--- config.mk ---
export PLATFORM = sky130hd
export DESIGN_NAME = selective_repeat_receiver_flat
export DESIGN_NICKNAME = d
export VERILOG_FILES = /design/src/srr_pkg.sv /design/src/srr_req_if.sv /design/src/srr_rsp_if.sv /design/src/srr_ram.sv /design/src/selective_repeat_receiver.sv /design/src/flat_wrapper.sv
export SDC_FILE = /design/constraint.sdc
export NUM_CORES = 1
export LEC_CHECK = 0
export ABC_AREA = 0
export BUFFER_PORTS_ARGS = -buffer_cell sky130_fd_sc_hd__buf_2
export CAP_MARGIN = 20
export CORE_ASPECT_RATIO = 1.25
export CORE_UTILIZATION = 50
export CTS_CLUSTER_SIZE = 20
export DETAILED_ROUTE_END_ITERATION = 7
export HOLD_SLACK_MARGIN = 0.12
export PLACE_DENSITY_LB_ADDON = 0.1
export SLEW_MARGIN = 20
export SYNTH_ARGS = -nofsm -noshare
export SYNTH_HDL_FRONTEND = slang
export SYNTH_SLANG_ARGS = --single-unit
--- constraint.sdc ---
create_clock -name clock -period 8.1 [get_ports clock]
set_input_delay 0 -clock clock [delete_from_list [all_inputs] [get_ports clock]]
set_output_delay 0 -clock clock [all_outputs]
set_load 0.01 [all_outputs]
--- src/srr_pkg.sv ---
// Shared constants for the selective-repeat receiver: field widths,
// default window/sequence parameters and result kind codes.
// No dependencies.
`timescale 1ns / 1ps

package srr_pkg;

   // Fixed field widths of the packet and result transactions
   localparam int SEQ_W     = 3;
   localparam int PAYLOAD_W = 64;

   // Default configuration of the receive window
   localparam int WINDOW_SIZE_DEF  = 4;
   localparam int SEQ_SPACE_DEF    = 8;
   localparam int PAYLOAD_BITS_DEF = 64;

   // Result kinds
   localparam logic KIND_ACK  = 1'b0;
   localparam logic KIND_DATA = 1'b1;

endpackage

--- src/srr_req_if.sv ---
// Packet channel of the selective-repeat receiver: valid/ready plus the
// packet fields. Depends on srr_pkg.
`timescale 1ns / 1ps

interface srr_req_if;
   import srr_pkg::*;

   logic                 valid;
   logic                 ready;
   logic [SEQ_W-1:0]     seq_num;
   logic                 checksum_ok;
   logic [PAYLOAD_W-1:0] payload_word;

   modport source (output valid, output seq_num, output checksum_ok,
                   output payload_word, input ready);
   modport sink   (input valid, input seq_num, input checksum_ok,
                   input payload_word, output ready);
endinterface

--- src/srr_rsp_if.sv ---
// Result channel of the selective-repeat receiver: valid/ready plus the
// acknowledgement / delivery fields. Depends on srr_pkg.
`timescale 1ns / 1ps

interface srr_rsp_if;
   import srr_pkg::*;

   logic                 valid;
   logic                 ready;
   logic                 kind;
   logic [SEQ_W-1:0]     ack_num;
   logic [PAYLOAD_W-1:0] delivered_payload;
   logic                 last;

   modport source (output valid, output kind, output ack_num,
                   output delivered_payload, output last, input ready);
   modport sink   (input valid, input kind, input ack_num,
                   input delivered_payload, input last, output ready);
endinterface

--- src/srr_ram.sv ---
// Generic single-write, single-read RAM with registered read data.
// No dependencies.
`timescale 1ns / 1ps

module srr_ram #(
   parameter int WIDTH = 64,
   parameter int DEPTH = 4,
   parameter int ADDR_W = (DEPTH > 1) ? $clog2(DEPTH) : 1
) (
   input  logic              clock,
   input  logic              wr_en,
   input  logic [ADDR_W-1:0] wr_addr,
   input  logic [WIDTH-1:0]  wr_data,
   input  logic              rd_en,
   input  logic [ADDR_W-1:0] rd_addr,
   output logic [WIDTH-1:0]  rd_data
);

   logic [WIDTH-1:0] mem [DEPTH];
   logic [WIDTH-1:0] rd_data_ff;

   // Write port
   always_ff @(posedge clock) begin
      if (wr_en) begin
         mem[wr_addr] <= wr_data;
      end
   end

   // Registered read; data holds until the next read
   always_ff @(posedge clock) begin
      if (rd_en) begin
         rd_data_ff <= mem[rd_addr];
      end
   end

   assign rd_data = rd_data_ff;

endmodule

--- src/selective_repeat_receiver.sv ---
// Selective-repeat receiver top level: window control, slot valid bits and
// result register around the slot payload RAM.
// Depends on srr_pkg, srr_req_if, srr_rsp_if and srr_ram.
//
// Usage:
//   req_chan carries one packet per transaction (sequence number, checksum
//   flag, payload). rsp_chan returns results: a good packet first yields an
//   acknowledgement carrying its sequence number, then, if it was the window
//   base, the in-order payloads that are now complete (up to WINDOW_SIZE).
//   The last flag marks the final result of a packet; a corrupt packet
//   yields no result.
//   Timing: a packet is taken and evaluated in the following cycle (ack
//   loaded, payload written to its slot). With deliveries, one slot RAM read
//   comes first, then one delivery per cycle while rsp_chan accepts results,
//   with the next read overlapped. Packets are handled one at a time.
//   A pending result sits in a single output register; a new packet may be
//   accepted while it waits. When rsp_chan stalls, evaluation or delivery
//   waits until the result register frees up.
//   Reset clears the window base and all slot valid bits; slot payloads stay.
`timescale 1ns / 1ps

module selective_repeat_receiver #(
   parameter int WINDOW_SIZE  = srr_pkg::WINDOW_SIZE_DEF,
   parameter int SEQ_SPACE    = srr_pkg::SEQ_SPACE_DEF,
   parameter int PAYLOAD_BITS = srr_pkg::PAYLOAD_BITS_DEF
) (
   input  logic clock,
   input  logic reset,
   srr_req_if.sink   req_chan,
   srr_rsp_if.source rsp_chan
);
   import srr_pkg::*;

   localparam int SLOT_W = (WINDOW_SIZE > 1) ? $clog2(WINDOW_SIZE) : 1;
   localparam int BASE_W = $clog2(SEQ_SPACE);
   localparam int DIST_W = ((BASE_W > SEQ_W) ? BASE_W : SEQ_W) + 1;
   localparam int REM_W  = SEQ_W + 1;

   // Control states
   localparam logic [1:0] ST_IDLE  = 2'd0;
   localparam logic [1:0] ST_EVAL  = 2'd1;
   localparam logic [1:0] ST_READ  = 2'd2;
   localparam logic [1:0] ST_DELIV = 2'd3;

   logic [1:0]             state_ff, state_in;
   logic [BASE_W-1:0]      base_ff, base_in;
   logic [SLOT_W-1:0]      bslot_ff, bslot_in;
   logic [WINDOW_SIZE-1:0] valid_ff, valid_in;
   logic [SLOT_W-1:0]      cnt_ff, cnt_in;
   logic                   rsp_valid_ff, rsp_valid_in;

   // Captured packet
   logic [SEQ_W-1:0]        seq_ff;
   logic                    ok_ff;
   logic [PAYLOAD_BITS-1:0] data_ff;

   // Result register payload
   logic                 kind_ff;
   logic [SEQ_W-1:0]     ack_ff;
   logic [PAYLOAD_W-1:0] dpay_ff;
   logic                 last_ff;

   logic                    accept;
   logic                    out_free;
   logic                    load;
   logic                    ld_kind;
   logic                    ld_last;
   logic [PAYLOAD_W-1:0]    ld_data;
   logic                    wr_en;
   logic                    rd_en;
   logic [SLOT_W-1:0]       rd_addr;
   logic [PAYLOAD_BITS-1:0] rd_data;

   logic                    seq_in_range;
   logic [DIST_W-1:0]       seq_x, base_x, win_off;
   logic                    in_win, at_base;
   logic [REM_W-1:0]        rem;
   logic [SLOT_W-1:0]       seq_slot;
   logic                    base_wrap;
   logic [BASE_W-1:0]       next_base;
   logic [SLOT_W-1:0]       next_slot;
   logic                    deliv_last;

   assign accept   = req_chan.valid && (state_ff == ST_IDLE);
   assign out_free = !rsp_valid_ff || rsp_chan.ready;

   // Window distance of the captured sequence number
   always_comb begin
      seq_in_range = int'(seq_ff) < SEQ_SPACE;
      seq_x  = DIST_W'(seq_ff);
      base_x = DIST_W'(base_ff);
      if (seq_x >= base_x) begin
         win_off = seq_x - base_x;
      end else begin
         win_off = seq_x + DIST_W'(SEQ_SPACE) - base_x;
      end
      in_win  = seq_in_range && (int'(win_off) < WINDOW_SIZE);
      at_base = (win_off == '0);
   end

   // Slot of the sequence number: seq mod WINDOW_SIZE by repeated subtract
   always_comb begin
      rem = REM_W'(seq_ff);
      for (int i = 0; i < (1 << SEQ_W); i++) begin
         if (int'(rem) >= WINDOW_SIZE) begin
            rem = rem - REM_W'(WINDOW_SIZE);
         end
      end
      seq_slot = SLOT_W'(rem);
   end

   // Base advance; the slot pointer tracks base mod WINDOW_SIZE
   always_comb begin
      base_wrap = (base_ff == BASE_W'(SEQ_SPACE - 1));
      if (base_wrap) begin
         next_base = '0;
         next_slot = '0;
      end else begin
         next_base = base_ff + 1'b1;
         if (bslot_ff == SLOT_W'(WINDOW_SIZE - 1)) begin
            next_slot = '0;
         end else begin
            next_slot = bslot_ff + 1'b1;
         end
      end
      deliv_last = (cnt_ff == SLOT_W'(WINDOW_SIZE - 1)) || (next_slot == bslot_ff) ||
                   !valid_ff[next_slot];
   end

   // Control sequencer
   always_comb begin
      state_in     = state_ff;
      base_in      = base_ff;
      bslot_in     = bslot_ff;
      valid_in     = valid_ff;
      cnt_in       = cnt_ff;
      rsp_valid_in = rsp_valid_ff && !rsp_chan.ready;
      load         = 1'b0;
      ld_kind      = KIND_ACK;
      ld_last      = 1'b1;
      ld_data      = '0;
      wr_en        = 1'b0;
      rd_en        = 1'b0;
      rd_addr      = bslot_ff;
      case (state_ff)
         ST_IDLE: begin
            if (accept) begin
               state_in = ST_EVAL;
            end
         end
         ST_EVAL: begin
            if (!ok_ff) begin
               state_in = ST_IDLE;
            end else if (out_free) begin
               load    = 1'b1;
               ld_kind = KIND_ACK;
               ld_last = !(in_win && at_base);
               cnt_in  = '0;
               if (in_win && !valid_ff[seq_slot]) begin
                  wr_en              = 1'b1;
                  valid_in[seq_slot] = 1'b1;
               end
               state_in = (in_win && at_base) ? ST_READ : ST_IDLE;
            end
         end
         ST_READ: begin
            rd_en    = 1'b1;
            state_in = ST_DELIV;
         end
         ST_DELIV: begin
            if (out_free) begin
               load               = 1'b1;
               ld_kind            = KIND_DATA;
               ld_last            = deliv_last;
               ld_data            = PAYLOAD_W'(rd_data);
               valid_in[bslot_ff] = 1'b0;
               base_in            = next_base;
               bslot_in           = next_slot;
               cnt_in             = cnt_ff + 1'b1;
               if (deliv_last) begin
                  state_in = ST_IDLE;
               end else begin
                  rd_en   = 1'b1;
                  rd_addr = next_slot;
               end
            end
         end
         default: begin
            state_in = ST_IDLE;
         end
      endcase
      if (load) begin
         rsp_valid_in = 1'b1;
      end
   end

   // Control registers
   always_ff @(posedge clock) begin
      if (reset) begin
         state_ff     <= ST_IDLE;
         base_ff      <= '0;
         bslot_ff     <= '0;
         valid_ff     <= '0;
         cnt_ff       <= '0;
         rsp_valid_ff <= 1'b0;
      end else begin
         state_ff     <= state_in;
         base_ff      <= base_in;
         bslot_ff     <= bslot_in;
         valid_ff     <= valid_in;
         cnt_ff       <= cnt_in;
         rsp_valid_ff <= rsp_valid_in;
      end
   end

   // Packet capture and result payload registers
   always_ff @(posedge clock) begin
      if (accept) begin
         seq_ff  <= req_chan.seq_num;
         ok_ff   <= req_chan.checksum_ok;
         data_ff <= req_chan.payload_word[PAYLOAD_BITS-1:0];
      end
      if (load) begin
         kind_ff <= ld_kind;
         ack_ff  <= (ld_kind == KIND_ACK) ? seq_ff : '0;
         dpay_ff <= ld_data;
         last_ff <= ld_last;
      end
   end

   // Slot payload store
   srr_ram #(
      .WIDTH (PAYLOAD_BITS),
      .DEPTH (WINDOW_SIZE),
      .ADDR_W(SLOT_W)
   ) u_slot_ram (
      .clock  (clock),
      .wr_en  (wr_en),
      .wr_addr(seq_slot),
      .wr_data(data_ff),
      .rd_en  (rd_en),
      .rd_addr(rd_addr),
      .rd_data(rd_data)
   );

   assign req_chan.ready             = (state_ff == ST_IDLE);
   assign rsp_chan.valid             = rsp_valid_ff;
   assign rsp_chan.kind              = kind_ff;
   assign rsp_chan.ack_num           = ack_ff;
   assign rsp_chan.delivered_payload = dpay_ff;
   assign rsp_chan.last              = last_ff;

endmodule

--- src/flat_wrapper.sv ---
// flat-port wrapper written by rule: the top's interface ports become plain ports
module selective_repeat_receiver_flat import srr_pkg::*;
#(
   parameter int WINDOW_SIZE  = srr_pkg::WINDOW_SIZE_DEF,
   parameter int SEQ_SPACE    = srr_pkg::SEQ_SPACE_DEF,
   parameter int PAYLOAD_BITS = srr_pkg::PAYLOAD_BITS_DEF
)
  (clock, reset, req_chan_valid, req_chan_seq_num, req_chan_checksum_ok, req_chan_payload_word, req_chan_ready, rsp_chan_valid, rsp_chan_kind, rsp_chan_ack_num, rsp_chan_delivered_payload, rsp_chan_last, rsp_chan_ready);
  srr_req_if req_chan_i ();
  srr_rsp_if rsp_chan_i ();
  input  logic clock;
  input  logic reset;
  input wire logic [$bits(req_chan_i.valid)-1:0] req_chan_valid;
  input wire logic [$bits(req_chan_i.seq_num)-1:0] req_chan_seq_num;
  input wire logic [$bits(req_chan_i.checksum_ok)-1:0] req_chan_checksum_ok;
  input wire logic [$bits(req_chan_i.payload_word)-1:0] req_chan_payload_word;
  output wire logic [$bits(req_chan_i.ready)-1:0] req_chan_ready;
  output wire logic [$bits(rsp_chan_i.valid)-1:0] rsp_chan_valid;
  output wire logic [$bits(rsp_chan_i.kind)-1:0] rsp_chan_kind;
  output wire logic [$bits(rsp_chan_i.ack_num)-1:0] rsp_chan_ack_num;
  output wire logic [$bits(rsp_chan_i.delivered_payload)-1:0] rsp_chan_delivered_payload;
  output wire logic [$bits(rsp_chan_i.last)-1:0] rsp_chan_last;
  input wire logic [$bits(rsp_chan_i.ready)-1:0] rsp_chan_ready;
  assign req_chan_i.valid = req_chan_valid;
  assign req_chan_i.seq_num = req_chan_seq_num;
  assign req_chan_i.checksum_ok = req_chan_checksum_ok;
  assign req_chan_i.payload_word = req_chan_payload_word;
  assign req_chan_ready = req_chan_i.ready;
  assign rsp_chan_valid = rsp_chan_i.valid;
  assign rsp_chan_kind = rsp_chan_i.kind;
  assign rsp_chan_ack_num = rsp_chan_i.ack_num;
  assign rsp_chan_delivered_payload = rsp_chan_i.delivered_payload;
  assign rsp_chan_last = rsp_chan_i.last;
  assign rsp_chan_i.ready = rsp_chan_ready;
  selective_repeat_receiver #(.WINDOW_SIZE(WINDOW_SIZE), .SEQ_SPACE(SEQ_SPACE), .PAYLOAD_BITS(PAYLOAD_BITS)) u_core (.clock(clock), .reset(reset), .req_chan(req_chan_i), .rsp_chan(rsp_chan_i));
endmodule
Yosys cells after proc, flatten, opt, wreduce, memory -nomap -nowiden
Memory sizes are Yosys's and may differ from the RTL's. A register that Yosys moved wholly into a read port is not among the register bits. Cells that the tools add are included.

Flip-flop bits (word level): 151. RAM bits: 256. Word-level logic and storage cells: 138. Memories: 1.

Memory list: u_core.u_slot_ram.mem (depth 4, width 64, rd ports 1, clocked after Yosys merged registers in 1, write ports 1, RTL line srr_ram.sv:19) `logic [WIDTH-1:0] mem [DEPTH];`.

Add/sub/neg operators: 14. Magnitude comparators: 15. Equality and inequality tests: 14. Muxes and demuxes: 57. Bitwise logic cells: 3. Reductions and logical operators: 21.

Operators with widths (number): 4-bit two-way mux (12); 2-bit two-way mux (15); 4-bit by 3-bit >= comparator with 1-bit output, second input constant (7); 4-bit by 3-bit subtractor with 4-bit output, second input constant (6); 1-bit two-way mux (19); 2-bit by 1-bit != test with 1-bit output, second input constant (6); 2-bit by 3-bit less-than comparator with 1-bit output, second input constant (3); 2-bit == test, second input constant (4); 2-bit case mux with 4 select lines (1); 4-bit case mux with 2 select lines (1); 4-bit AND reduction (2); 1-bit logical AND (6); 1-bit case mux with 2 select lines (3); 1-bit zero test (5); 5-bit AND reduction (1); 2-bit by 1-bit adder with 2-bit output, second input constant (2); 3-bit by 4-bit adder with 4-bit output, second input constant (1); 4-bit bitwise AND (1); 1-bit binary-select mux with 2-bit select (2); 1-bit demux with 2-bit select (2); 2-bit by 1-bit >= comparator with 1-bit output, second input constant (2); 4-bit zero test (1); 4-bit by 3-bit less-than comparator with 1-bit output, second input constant (1); 4-bit NOT (1); 18 further kinds (20).

Longest topological paths before layout
Depth after elaboration: 26. Mapped depth: 10.

Cells and area by module
Synthesis repeated with hierarchy kept, for this count alone.

Cells, all modules: 726. Area total of the unflattened synthesis: 16779.8 sq um.

Modules (own cells, without submodules): srr_ram (instances 1, cells each 402, area each 11263.3 sq um, sequential area each 9609.2 sq um); selective_repeat_receiver (instances 1, cells each 324, area each 5516.5 sq um, sequential area each 4394.2 sq um).

Worst setup path after synthesis
No wires, ideal clock.

Kind: register to register. Start point: register u_core.seq_ff[0]. End point: memory u_core.u_slot_ram.mem[2][0] (enable). Library setup time: 0.565 ns. Arrival: 6.588 ns. Data required time: 7.535 ns. Path slack: 0.947 ns. Stages on the path, launching flop included: 10. Buffers on the path: 0. Path through: edfxtp_1 -> inv_1 -> ha_1 -> fa_1 -> inv_1 -> fa_1 -> nor3b_1 -> a2111oi_0 -> o211ai_1 -> nor3_1.

Longest elaborated chain between the ends: 26.

RTL lines: start: declaration (RTL line selective_repeat_receiver.sv:53) `logic [SEQ_W-1:0] seq_ff;`; start signal: assignment (RTL line selective_repeat_receiver.sv:219) `seq_ff <= req_chan.seq_num;`; 3-bit by 3-bit subtractor with 4-bit output / 3-bit >= comparator (equally long branches) (RTL line selective_repeat_receiver.sv:106, selective_repeat_receiver.sv:105); 4-bit two-way mux (RTL line selective_repeat_receiver.sv:105) `if (int'(rem) >= WINDOW_SIZE) begin`; 4-bit by 3-bit subtractor with 4-bit output / 4-bit by 3-bit >= comparator with 1-bit output (equally long branches) (RTL line selective_repeat_receiver.sv:106, selective_repeat_receiver.sv:105); 4-bit two-way mux (RTL line selective_repeat_receiver.sv:105); 4-bit by 3-bit subtractor with 4-bit output / 4-bit by 3-bit >= comparator with 1-bit output (equally long branches) (RTL line selective_repeat_receiver.sv:106, selective_repeat_receiver.sv:105); 4-bit two-way mux (RTL line selective_repeat_receiver.sv:105); 4-bit by 3-bit subtractor with 4-bit output / 4-bit by 3-bit >= comparator with 1-bit output (equally long branches) (RTL line selective_repeat_receiver.sv:106, selective_repeat_receiver.sv:105); 4-bit two-way mux (RTL line selective_repeat_receiver.sv:105); [... 10 more ...]; 1-bit zero test (RTL line selective_repeat_receiver.sv:159) `if (in_win && !valid_ff[seq_slot]) begin`; 1-bit logical AND (RTL line selective_repeat_receiver.sv:159); 1-bit two-way mux (RTL line selective_repeat_receiver.sv:159); 1-bit two-way mux (RTL line selective_repeat_receiver.sv:154) `end else if (out_free) begin`; 1-bit two-way mux (RTL line selective_repeat_receiver.sv:152) `if (!ok_ff) begin`; 1-bit two-way mux (RTL line selective_repeat_receiver.sv:145) `case (state_ff)`; 1-bit two-way mux (RTL line srr_ram.sv:24) `if (wr_en) begin`; 1-bit two-way mux (implied by the code) (RTL line srr_ram.sv:25) `mem[wr_addr] <= wr_data;`; end: declaration (RTL line srr_ram.sv:19).

Parallel ways exist; a longest one is shown, timed or not. The select of a mux whose other input is x is not followed.

Worst setup path after layout
Start point: register u_core.bslot_ff[0]. End point: register u_core.u_slot_ram.rd_data_ff[42], in the netlist u_core.u_slot_ram.rd_data[42], read port of u_core.u_slot_ram.mem (data pin).

Longest elaborated chain between the ends: 10.

RTL lines: start: declaration (RTL line selective_repeat_receiver.sv:47) `logic [SLOT_W-1:0] bslot_ff, bslot_in;`; start signal: assignment (RTL line selective_repeat_receiver.sv:209) `bslot_ff <= bslot_in;`; 2-bit by 1-bit adder with 2-bit output / 2-bit == test (equally long branches) (RTL line selective_repeat_receiver.sv:123, selective_repeat_receiver.sv:120); 2-bit two-way mux (RTL line selective_repeat_receiver.sv:120) `if (bslot_ff == SLOT_W'(WINDOW_SIZE - 1)) begin`; 2-bit two-way mux (RTL line selective_repeat_receiver.sv:115) `if (base_wrap) begin`; 1-bit binary-select mux with 2-bit select (RTL line selective_repeat_receiver.sv:127) `!valid_ff[next_slot];`; 1-bit two-way mux (implied by the code) (RTL line selective_repeat_receiver.sv:127); 1-bit zero test (RTL line selective_repeat_receiver.sv:127); 1-bit logical OR (RTL line selective_repeat_receiver.sv:126) `deliv_last = (cnt_ff == SLOT_W'(WINDOW_SIZE - 1)) || (next_slot == bslot_ff) ||`; 1-bit two-way mux / 2-bit two-way mux (equally long branches) (RTL line selective_repeat_receiver.sv:180) `if (deliv_last) begin`; 1-bit two-way mux / 2-bit two-way mux (equally long branches) (RTL line selective_repeat_receiver.sv:171) `if (out_free) begin`; 1-bit case mux with 2 select lines / 2-bit two-way mux (equally long branches) (RTL line selective_repeat_receiver.sv:145); end: declaration (RTL line srr_ram.sv:20) `logic [WIDTH-1:0] rd_data_ff;`.

Parallel ways exist; a longest one is shown, timed or not. The select of a mux whose other input is x is not followed. A chain may end at the register's enable or synchronous reset.

==> flow_summary.html <==
<table>
<tr><th>Metric</th><th>Value</th></tr>
<tr><th colspan="2">STA</th></tr>
<tr><td>Final Slew Violations</td><td>0</td></tr>
<tr><td>Share of the clock period used by the worst path</td><td>0.513</td></tr>
<tr><td>Shortest period the worst path allows</td><td>4150 ps</td></tr>
<tr><td>Hold slack</td><td>149 ps</td></tr>
<tr><td>Setup tns final</td><td>0 ps</td></tr>
<tr><td>Worst slew slack as a fraction of its limit</td><td>0.300</td></tr>
<tr><td>Setup Viol. Count Final</td><td>0</td></tr>
<tr><td>Slew at the pin closest to its max-slew limit</td><td>between 1000 and 1500 ps</td></tr>
<tr><td>RSZ-0062 raised after global routing</td><td>no</td></tr>
<tr><td>Highest clock frequency the design can meet</td><td>around 240 MHz</td></tr>
<tr><td>Clock tree skew after final layout</td><td>13.8 ps</td></tr>
<tr><td>Hold Fails Final Rpt</td><td>0</td></tr>
<tr><th colspan="2">Clocking</th></tr>
<tr><td>Total clock sinks</td><td>between 400 and 500</td></tr>
<tr><td>Resized Gates After CTS</td><td>0</td></tr>
<tr><td>Total number of H-tree levels</td><td>2</td></tr>
<tr><td>Clock buffer count from CTS</td><td>between 40 and 50</td></tr>
<tr><td>Clock input transition at the sequential cells of the worst setup and hold paths</td><td>60 ps</td></tr>
<tr><td>CTS root buffer</td><td>sky130_fd_sc_hd__clkbuf_16</td></tr>
<tr><td>TritonCTS clock tree</td><td>yes</td></tr>
<tr><td>Largest buffer count on any clock path</td><td>3</td></tr>
<tr><td>Insertion delay to the later sink of the worst-skew pair</td><td>550 ps</td></tr>
<tr><th colspan="2">Logic synthesis</th></tr>
<tr><td>Post-synthesis average cell area</td><td>a little over 20 µm²</td></tr>
<tr><td>Biggest area consumer among synthesized cells</td><td>sky130_fd_sc_hd__edfxtp_1</td></tr>
<tr><td>Syn. warnings</td><td>0</td></tr>
<tr><td>EDFF count, synth</td><td>roughly 460</td></tr>
<tr><td>Commonest register cell after synthesis</td><td>sky130_fd_sc_hd__edfxtp_1</td></tr>
<tr><td>Flop and latch count out of synthesis</td><td>~470</td></tr>
<tr><td>Cell types with the largest area share after synthesis</td><td>sky130_fd_sc_hd__edfxtp_1 (79%), sky130_fd_sc_hd__mux2i_1 (11%), sky130_fd_sc_hd__and2_1 (2.4%)</td></tr>
<tr><td>Post-synthesis cell type count</td><td>42</td></tr>
<tr><td>Most common cell in the synthesized netlist</td><td>sky130_fd_sc_hd__edfxtp_1</td></tr>
<tr><td>Proportion of register bits with asynchronous set or reset after synthesis</td><td>0</td></tr>
<tr><td>Commonest cells in the netlist</td><td>sky130_fd_sc_hd__edfxtp_1 (457), sky130_fd_sc_hd__mux2i_1 (193), sky130_fd_sc_hd__and2_1 (66)</td></tr>
<tr><td>Fraction of synthesized cell area taken by the top area cell type</td><td>0.790</td></tr>
<tr><td>Net Count, Synth</td><td>about 950</td></tr>
<tr><td>Cells after Synth</td><td>about 860</td></tr>
<tr><td>Cell area after synthesis</td><td>between 15,000 and 20,000 µm²</td></tr>
<tr><td>Seq/Total Area, Yosys</td><td>0.806</td></tr>
<tr><th colspan="2">Power and ir drop</th></tr>
<tr><td>Total leakage power</td><td>about 0.0085 µW</td></tr>
<tr><td>Power Dens Cells</td><td>~240 nW/µm²</td></tr>
<tr><td>Worst voltage drop across the vdd grid</td><td>approximately 0.00017 V</td></tr>
<tr><th colspan="2">Critical path</th></tr>
<tr><td>Endpoint arrival time on the critical path</td><td>~4400 ps</td></tr>
<tr><td>Largest fanout of any net on the critical path</td><td>108</td></tr>
<tr><td>Endpoint of the worst-slack reg-to-reg timing path</td><td>u_core.u_slot_ram.rd_data[42]$_DFFE_PP_</td></tr>
<tr><td>Kind of critical path</td><td>reg2reg</td></tr>
<tr><td>Launching element type of the critical path</td><td>register</td></tr>
<tr><td>R2R setup slack</td><td>around 3900 ps</td></tr>
<tr><td>Worst-case reg-to-reg path depth</td><td>9</td></tr>
<tr><td>Setup crit end kind</td><td>register</td></tr>
<tr><td>Critical Path RT</td><td>8370 ps</td></tr>
<tr><td>R2r startpoint</td><td>u_core.bslot_ff[0]$_SDFFE_PP0P_</td></tr>
<tr><th colspan="2">Layout</th></tr>
<tr><td>Fraction of final layout cells with drive strength greater than 1</td><td>0.207</td></tr>
<tr><td>Area grow syn2layout</td><td>19.5%</td></tr>
<tr><td>Number of standard cells in the layout, taps in and fillers out</td><td>1,615</td></tr>
<tr><td>Number of antenna diodes</td><td>0</td></tr>
<tr><td>Number of nets in the finished design</td><td>1,193</td></tr>
<tr><th colspan="2">Min path</th></tr>
<tr><td>Hold WC Path Type</td><td>in2reg</td></tr>
<tr><td>Hold Path Depth</td><td>2</td></tr>
<tr><td>Startpoint of the lowest-slack hold path</td><td>req_chan_payload_word[57]</td></tr>
<tr><td>Hold path endpoint</td><td>u_core.data_ff[57]$_DFFE_PP_</td></tr>
<tr><th colspan="2">Place</th></tr>
<tr><td>Final HPWL DP</td><td>roughly 14,000 µm</td></tr>
<tr><td>Placed instance count</td><td>around 1,500</td></tr>
<tr><td>Weighted congestion reported at the end of routability-driven placement</td><td>0.742</td></tr>
<tr><td>PortBufs</td><td>142</td></tr>
<tr><th colspan="2">Detailed routing</th></tr>
<tr><td>Residual DRC count</td><td>0</td></tr>
<tr><td>Drt pass-1 iters</td><td>5</td></tr>
<tr><td>Total via count after detailed routing</td><td>8,065</td></tr>
<tr><td>Iteration-0 DRC Markers</td><td>487</td></tr>
<tr><td>Post-route ant nets</td><td>0</td></tr>
<tr><td>Wire length reported by the detailed router</td><td>between 20,000 and 30,000 µm</td></tr>
<tr><td>Number of vias per cell</td><td>between 4 and 5</td></tr>
<tr><td>Routed length per placed instance</td><td>18.1 µm</td></tr>
<tr><th colspan="2">Die</th></tr>
<tr><td>Standard cell core area</td><td>about 34,000 µm²</td></tr>
<tr><td>Count of boundary I/O pins</td><td>approximately 140</td></tr>
<tr><td>Chip Height</td><td>approximately 210 µm</td></tr>
<tr><td>Starting Density</td><td>0.506</td></tr>
<tr><td>Width of the chip</td><td>approximately 170 µm</td></tr>
<tr><td>Overall die area</td><td>~36,000 µm²</td></tr>
<tr><td>Placement Rows</td><td>76</td></tr>
<tr><th colspan="2">Global routing</th></tr>
<tr><td>Pin count of the biggest net entering global routing</td><td>109</td></tr>
<tr><td>Number of global-route vias before repair</td><td>roughly 8,300</td></tr>
<tr><td>Number of antenna violations at the first check in global routing</td><td>0</td></tr>
<tr><td>Overall global routing resource usage</td><td>0.168</td></tr>
<tr><td>Wire length of the first global-routing pass</td><td>44,900 µm</td></tr>
<tr><td>Overflow after GRT</td><td>0</td></tr>
<tr><th colspan="2">Run</th></tr>
<tr><td>Number of maximum-capacitance constraint violations</td><td>0</td></tr>
<tr><th colspan="2">Status</th></tr>
<tr><td>Status</td><td>finished, final reports clean</td></tr>
</table>
==> layout make-up <==
class,count,area (µm²)
Timing Repair Buffer,227,1550
Fill cell,2511,13600
Multi-Input combinational cell,353,3080
Sequential cell,471,14000
Tap cell,468,586
Clock inverter,24,269
Inverter,9,33.8
Clock buffer,63,1260
==> through the flow <==
step / setup WS (ps) / util / cell area, µm² / power [µW]
final: 3950 / 0.605 / 20800 / 4980
after global routing: 3640 / 0.605 / 20800 / 5140
after CTS: 3910 / 0.605 / 20800 / 5040
after detailed placement: 3900 / 0.539 / 18500 / 2870
after global placement: 3990 / 0.539 / 18500 / 2870
after floorplan: 947 / - / 17400 / 2820
==> sequential cells by signal (all words and copies together), names as in the netlist, 3 cells and up, named ones only <==
signal	count
u_core.valid_ff	4
u_core.data_ff	64
u_core.u_slot_ram.mem	256
u_core.seq_ff	3
u_core.u_slot_ram.rd_data	64
u_core.rsp_chan.ack_num	3
u_core.rsp_chan.delivered_payload	64
u_core.base_ff	3
==> how the worst max path moves through the flow <==
stage | from | end
finish | u_core.bslot_ff[0]$_SDFFE_PP0P_ | u_core.u_slot_ram.rd_data[42]$_DFFE_PP_
global route | u_core.bslot_ff[0]$_SDFFE_PP0P_ | u_core.u_slot_ram.rd_data[27]$_DFFE_PP_
floorplan | u_core.seq_ff[0]$_DFFE_PP_ | u_core.u_slot_ram.mem[2][0]$_DFFE_PP_
CTS | u_core.bslot_ff[0]$_SDFFE_PP0P_ | u_core.u_slot_ram.rd_data[33]$_DFFE_PP_
global placement | u_core.bslot_ff[0]$_SDFFE_PP0P_ | u_core.u_slot_ram.rd_data[20]$_DFFE_PP_
detailed placement | u_core.bslot_ff[0]$_SDFFE_PP0P_ | u_core.u_slot_ram.rd_data[42]$_DFFE_PP_
==> worst max-delay path, cell delays in order, from the launching register on <==
cell and delay (ps):
sky130_fd_sc_hd__dfxtp_1 550, sky130_fd_sc_hd__inv_1 140, sky130_fd_sc_hd__ha_1 360, sky130_fd_sc_hd__mux2_4 310, sky130_fd_sc_hd__a32o_2 280, sky130_fd_sc_hd__o21ai_2 220, sky130_fd_sc_hd__mux2i_4 880, sky130_fd_sc_hd__buf_12 620
sky130_fd_sc_hd__mux2i_1 270, sky130_fd_sc_hd__mux2i_1 90
==> layer usage <==
metal,global-route usage,up-vias,wire (µm)
li1,-,3837,-
met1,0.216,3986,12500
met2,0.286,197,14600
met3,0.0312,45,1530
met4,0.0624,0,718
met5,0,-,0
==> where the power goes <==
| group | internal, µW | switching, µW | leakage, µW |
|---|---|---|---|
| combinational | 49.2 | 54.2 | 0.00341 |
| clock | 1260 | 874 | 0.000738 |
| sequential | 2720 | 27.3 | 0.00435 |
==> placed cells by master, fill, tap and decap left out, types with 2 or more instances in the layout <==
cell type and n:
sky130_fd_sc_hd__nor3_2 4, sky130_fd_sc_hd__buf_2 142, sky130_fd_sc_hd__inv_6 3, sky130_fd_sc_hd__bufinv_16 5
sky130_fd_sc_hd__inv_1 8, sky130_fd_sc_hd__dfxtp_1 14, sky130_fd_sc_hd__buf_4 10, sky130_fd_sc_hd__a21oi_1 12
sky130_fd_sc_hd__nand2_1 11, sky130_fd_sc_hd__clkinv_2 6, sky130_fd_sc_hd__a21o_1 2, sky130_fd_sc_hd__clkinvlp_4 2
sky130_fd_sc_hd__clkinv_1 6, sky130_fd_sc_hd__o21ai_0 5, sky130_fd_sc_hd__nor2_1 12, sky130_fd_sc_hd__ha_1 10
sky130_fd_sc_hd__nor3_1 2, sky130_fd_sc_hd__clkbuf_1 15, sky130_fd_sc_hd__fa_1 2, sky130_fd_sc_hd__and2_1 65
sky130_fd_sc_hd__clkbuf_16 48, sky130_fd_sc_hd__nand3_1 3, sky130_fd_sc_hd__o211ai_1 2, sky130_fd_sc_hd__o21a_1 5
sky130_fd_sc_hd__mux2i_1 192, sky130_fd_sc_hd__a211oi_1 5, sky130_fd_sc_hd__dlygate4sd3_1 74, sky130_fd_sc_hd__edfxtp_1 457
==> repair_timing <==
item                                   4_1_cts  5_1_grt
endpoints found under the hold margin       82        0
hold buffers                                74        0
setup buffers                                0        0
==> cell families after synthesis <==
group,Yosys count,share of synthesized area
multiplexers,194,0.112
AO/OA/AOI/OAI,38,0.0142
flip-flops,471,0.806
AND/OR/NAND/NOR,109,0.0371
adder cells (fa/ha/maj),12,0.00950
buffers and inverters,40,0.0215
(Power assumes the default switching activity.)
